===== config.mk =====
export PLATFORM = sky130hd
export DESIGN_NAME = bses_target
export DESIGN_NICKNAME = d
export VERILOG_FILES = /design/src/hw/rtl/bses_pkg.sv /design/src/hw/rtl/bses_target.sv
export SDC_FILE = /design/constraint.sdc
export NUM_CORES = 2
export LEC_CHECK = 0
export BUFFER_PORTS_ARGS = -buffer_cell sky130_fd_sc_hd__buf_2
export CORE_MARGIN = 2
export CORE_UTILIZATION = 65
export CTS_CLUSTER_DIAMETER = 30
export DETAILED_ROUTE_END_ITERATION = 10
export GPL_TIMING_DRIVEN = 0
export PLACE_DENSITY = 0.8
export SETUP_SLACK_MARGIN = 0.4
export SYNTH_ARGS = -nofsm -noshare
export SYNTH_HDL_FRONTEND = slang
export SYNTH_SLANG_ARGS = --single-unit
export TNS_END_PERCENT = 10

===== constraint.sdc =====
create_clock -name clk -period 32.1 [get_ports clk]
set_clock_uncertainty 0.1 [all_clocks]
set_input_delay 6.42 -clock clk [delete_from_list [all_inputs] [get_ports clk]]
set_output_delay 6.42 -clock clk [all_outputs]
set_load 0.05 [all_outputs]

===== src/hw/rtl/bses_pkg.sv =====
package bses_pkg;
  localparam int BeatBits = 48;
  localparam int TagBits = 16;
  typedef logic signed [BeatBits-1:0] beat_t;
  typedef logic [TagBits-1:0] tag_t;
  typedef enum logic [1:0] {
    FUNC_SYNC = 2'd0,
    FUNC_TICK = 2'd1,
    FUNC_RESCHED = 2'd2,
    FUNC_NONE = 2'd3
  } func_t;
  typedef enum logic [1:0] {
    KIND_ACCEPTED = 2'd0,
    KIND_FIRED = 2'd1,
    KIND_BAD_PERIOD = 2'd2,
    KIND_FULL = 2'd3
  } kind_t;
  localparam beat_t BeatMax = {1'b0, {(BeatBits-1){1'b1}}};
endpackage


===== src/hw/rtl/bses_target.sv =====
module bses_target (
  input  logic clk,
  input  logic rst,
  input  logic start,
  input  bses_pkg::beat_t c,
  input  bses_pkg::beat_t p,
  input  bses_pkg::beat_t f,
  input  bses_pkg::beat_t g,
  output logic done,
  output bses_pkg::beat_t result
);
  import bses_pkg::*;

  typedef enum logic [2:0] {
    T_IDLE, T_DIV1, T_DIV2, T_GRID, T_STEP, T_CLAMP
  } tstate_t;

  localparam int W = BeatBits + 2;

  tstate_t state;
  logic [W-1:0] rem;
  logic [W-1:0] dvd;
  logic [W-1:0] dsr;
  logic [6:0] cnt;
  logic neg;
  logic signed [W-1:0] nb;
  logic signed [W-1:0] cw;
  logic signed [W-1:0] pw;
  logic [W-1:0] rem_shift;
  logic [W-1:0] rem_sub;
  logic signed [W-1:0] rs;

  assign rem_shift = {rem[W-2:0], dvd[W-1]};
  assign rem_sub = rem_shift - dsr;
  assign rs = neg ? -$signed(rem) : $signed(rem);

  always_ff @(posedge clk) begin
    if (rst) begin
      state <= T_IDLE;
      done <= 1'b0;
    end else begin
      done <= 1'b0;
      case (state)
        T_IDLE: begin
          if (start) begin
            cw <= W'(c);
            pw <= W'(p);
            neg <= c[BeatBits-1];
            dvd <= c[BeatBits-1] ? W'(-W'(c)) : W'(c);
            dsr <= W'(p);
            rem <= '0;
            cnt <= 7'(W);
            if (p[BeatBits-1] || p == '0) begin
              result <= '0;
              done <= 1'b1;
            end else begin
              state <= T_DIV1;
            end
          end
        end
        T_DIV1, T_DIV2: begin
          if (cnt != '0) begin
            dvd <= {dvd[W-2:0], 1'b0};
            if (!rem_sub[W-1]) rem <= rem_sub;
            else rem <= rem_shift;
            cnt <= cnt - 7'd1;
          end else if (state == T_DIV1) begin
            if (rem == '0) begin
              result <= c;
              done <= 1'b1;
              state <= T_IDLE;
            end else begin
              neg <= (cw - W'(g)) < 0;
              dvd <= ((cw - W'(g)) < 0) ? W'(-(cw - W'(g))) : W'(cw - W'(g));
              rem <= '0;
              cnt <= 7'(W);
              state <= T_DIV2;
            end
          end else begin
            if (rs < 0) nb <= cw - (rs + pw) + pw + W'(f);
            else nb <= cw - rs + pw + W'(f);
            state <= T_GRID;
          end
        end
        T_GRID: begin
          if (nb <= cw) begin
            neg <= 1'b0;
            dvd <= W'(cw - nb);
            rem <= '0;
            cnt <= 7'(W);
            state <= T_STEP;
          end else begin
            state <= T_CLAMP;
          end
        end
        T_STEP: begin
          if (cnt != '0) begin
            dvd <= {dvd[W-2:0], 1'b0};
            if (!rem_sub[W-1]) rem <= rem_sub;
            else rem <= rem_shift;
            cnt <= cnt - 7'd1;
          end else begin
            nb <= cw + pw - $signed(rem);
            state <= T_CLAMP;
          end
        end
        T_CLAMP: begin
          if (nb < 0) result <= '0;
          else if (nb > W'(BeatMax)) result <= BeatMax;
          else result <= nb[BeatBits-1:0];
          done <= 1'b1;
          state <= T_IDLE;
        end
        default: state <= T_IDLE;
      endcase
    end
  end
endmodule


==> results.sh <==
export IMPL_status="finished with violations"
export IMPL_violations="design-rule violations"
export IMPL_holdBufCountCts=0
export IMPL_wl_microns=148000
export IMPL_area_growth_pct=12.9
export IMPL_final_cell_area_sq_mm=0.0460
export IMPL_syn_instance_count=4836
export IMPL_hold_slack_ns=0.481
export IMPL_synth_warnings=0
export IMPL_synth_ff_latch_count=306
export IMPL_endpoint_kind="register"
export IMPL_synthAdderAreaFrac_pct=22.8
export IMPL_relSlewSlack_pct=8.85
export IMPL_synth_simple_gate_area_share_pct=14.3
export IMPL_synth_cell_types=92
export IMPL_dp_final_hpwl_microns=119000
export IMPL_startpoint="f[2]"
export IMPL_row_count=91
export IMPL_clkTransAtPathRegs_ns=0.05
export IMPL_min_period_over_period_pct=37.5
export IMPL_crit_type="in -> reg"
export IMPL_num_vias=39600
export IMPL_ys_async_sr_fraction_pct=0
export IMPL_drive_gt1_share_pct=9.52
export IMPL_critPathMaxFanout=4
export IMPL_grt_use_total_pct=45.3
export IMPL_dpl_instance_area_sq_mm=0.0433
export IMPL_synth_edf_count=302
export IMPL_finish_utilization_pct=74.3
export IMPL_die_x_microns=254
export IMPL_fmax_mhz=83.1
export IMPL_vias_per_cell=6.50
export IMPL_yosys_area_share_xor_xnor_pct=9.68
export IMPL_fp_dieArea_sq_mm=0.0646
export IMPL_reg2reg_depth=24
export IMPL_cts_setup_buffers=0
export IMPL_core_area_sq_mm=0.0618
export IMPL_clkLatencyLatePin_ns=0.64
export IMPL_cts_resized=0
export IMPL_nNetsFinal=5989
export IMPL_regToRegStartpoint="neg"
export IMPL_cts_tree="yes"
export IMPL_grt_max_degree=13
export IMPL_worstHoldPathCells=2
export IMPL_avgSynthCellArea_sq_um=8.41
export IMPL_syn_nets=5628
export IMPL_peakVddDrop_mv=0.0546
export IMPL_clockRootBuffer="clkbuf_16"
export IMPL_cts_buffers=75
export IMPL_ys_dominant_reg_cell="edfxtp_1"
export IMPL_fin_crit_ns=12.04
export IMPL_synth_top_family_by_area="adder cells"
export IMPL_holdCritStartpoint="dvd[27]"
export IMPL_drt_first_pass_iters=11
export IMPL_wl_per_cell_microns=24.3
export IMPL_synth_area_sq_mm=0.0407
export IMPL_htreeDepth=3
export IMPL_io_buffers=242
export IMPL_maxSlewViolCount=0
export IMPL_pin_count=244
export IMPL_p_per_area_mw_per_mm2=66.6
export IMPL_hp_class="reg -> reg"
export IMPL_setup_viol=0
export IMPL_crit_top_cell="fa_1"
export IMPL_cts_buffer_depth=3
export IMPL_antenna_found_initial=4
export IMPL_hold_viol_final=0
export IMPL_drv_cap=0
export IMPL_tns_ns=0
export IMPL_drc_errors=2
export IMPL_grt_pass1_wl_microns=220000
export IMPL_grt_ovfl_total=0
export IMPL_start_util_pct=65.8
export IMPL_max_slew_worst_pin_slew_ns=1.35
export IMPL_start_kind="input pin"
export IMPL_fillCellCount=4767
export IMPL_cp_slowest_cell="o21ai_0"
export IMPL_initialDrtViolationCount=5156
export IMPL_synth_compound_area_share_pct=22.7
export IMPL_rsz0062_at_grt="false"
export IMPL_total_power_mw=3.06
export IMPL_p_leak_nw=20.8
export IMPL_muxShareOfSynthArea_pct=0.470
export IMPL_cp_arrival_ns=12.26
export IMPL_grt_pass1_vias=37700
export IMPL_cts_sinks=306
export IMPL_path_cells="buf_2, fa_1, inv_1, fa_1, inv_1, fa_1, inv_1, fa_1, nor2b_1, o31a_1, o211ai_1, a21oi_1, o21ai_0, o21ai_0, nand3_1, a31o_2, o21ai_0, xnor2_1, nor2_1, a211oi_1, a21oi_1"
export IMPL_critPathRequiredTime_ns=32.33
export IMPL_max_stage_delay_ns=0.55
export IMPL_antenna_left=0
export IMPL_fp_dieH_microns=254
export IMPL_ys_seq_area_share_pct=22.5
export IMPL_gp_congestion=1.09
[Yosys cell counts (18+ instances only)]
library cell,count,area share [%]
fa_1,239,12
xnor2_1,236,5.1
clkbuf_1,115,1.1
o31ai_1,55,1.0
nand2b_1,45,0.69
nor2b_1,45,0.69
or3_1,40,0.61
xor2_1,212,4.6
and2_1,27,0.42
nand4_1,43,0.66
a31oi_1,35,0.54
nand3_1,109,1.3
buf_2,19,0.23
o22ai_1,29,0.45
nor2_1,321,3.0
mux2i_1,18,0.44
ha_1,358,11
o21a_1,36,0.66
o21ai_0,360,4.4
o21bai_1,30,0.55
inv_1,668,6.2
nor3_1,48,0.59
nand2_1,350,3.2
a21o_1,192,3.5
o211ai_1,44,0.81
nor4_1,38,0.58
and3_1,41,0.63
o221ai_1,19,0.41
a21oi_1,385,4.7
a211oi_1,69,1.3
edfxtp_1,302,22
[path summary, 6_finish.rpt]
check                           slack (ns)       to
worst max-delay path                 20.06   nb[45]
worst min-delay path                  0.48  dvd[28]
worst max register to register       23.31   nb[45]
worst min register to register        0.48  dvd[28]
[flip-flops by register name, indices dropped and copies added, names as in the netlist]
signal,count
state,3
cnt,7
dvd,50
cw,48
rem,50
nb,50
result,48
pw,48
done,1
neg,1
[cells in the final DEF, fill, tap and decap left out, types with 109 or more instances in the layout]
| cell | Yosys | routed |
|---|---|---|
| a21o_1 | 192 | 192 |
| a21oi_1 | 385 | 385 |
| buf_2 | 19 | 262 |
| clkbuf_1 | 115 | 120 |
| edfxtp_1 | 302 | 302 |
| fa_1 | 239 | 239 |
| ha_1 | 358 | 358 |
| inv_1 | 668 | 668 |
| nand2_1 | 350 | 350 |
| nand3_1 | 109 | 109 |
| nor2_1 | 321 | 321 |
| o21ai_0 | 360 | 360 |
| xnor2_1 | 236 | 236 |
| xor2_1 | 212 | 212 |
[cells by family (layout without fill, tap and decap cells)]
logic type | count (synthesis) | count (layout)
AND/OR/NAND/NOR | 1201 | 1201
AO/OA/AOI/OAI | 1447 | 1447
XOR/XNOR | 449 | 449
buffers and inverters | 817 | 1241
multiplexers | 19 | 19
other | 0 | 1
flip-flops | 306 | 306
adder cells (fa/ha/maj) | 597 | 597
[cell type report]
cell class                      instances  area, sq um  share of cell area, %
Antenna cell                            1         2.50                0.00545
Buffer                                149          594                   1.29
Sequential cell                       306         9150                   19.9
Clock buffer                           81         1920                   4.18
Timing Repair Buffer                  284         1530                   3.32
Inverter                              668         2510                   5.46
Multi-Input combinational cell       3713        28500                   62.0
Clock inverter                         59          732                   1.59
Tap cell                              837         1050                   2.28
[stage by stage]
stage	std cells	setup WS, ns
after global placement	5915	7.59
after global routing	6097	20.03
final	6098	20.06
after detailed placement	5955	19.68
after floorplan	4836	14.39
after CTS	6095	20.31
[layer usage]
layer	wire (microns)	part of all wire, %	global-route usage, %	up-vias
met5	26	0.018	0	-
met4	9860	6.7	26.8	4
met3	18900	13	12.0	556
met2	63400	43	69.2	2610
met1	55700	38	58.1	18600
li1	-	-	-	17900
[critical path: cells and delay by family]
family / cells / cell delay, ns
buffers and inverters: 4 / 0.30
AOI/OAI and AO/OA: 9 / 2.87
xor gates and xnor gates: 1 / 0.17
and+or+nand+nor: 3 / 0.47
adders and majority gates: 4 / 2.01
[report_power, final]
| part | leakage, nW | total, mW | switching [mW] | internal [mW] |
|---|---|---|---|---|
| clock | 1.27 | 0.800 | 0.284 | 0.516 |
| combinational | 16.7 | 1.73 | 1.05 | 0.682 |
| sequential | 2.85 | 0.524 | 0.0309 | 0.493 |
No activity file was read; power rests on OpenSTA's default activity.
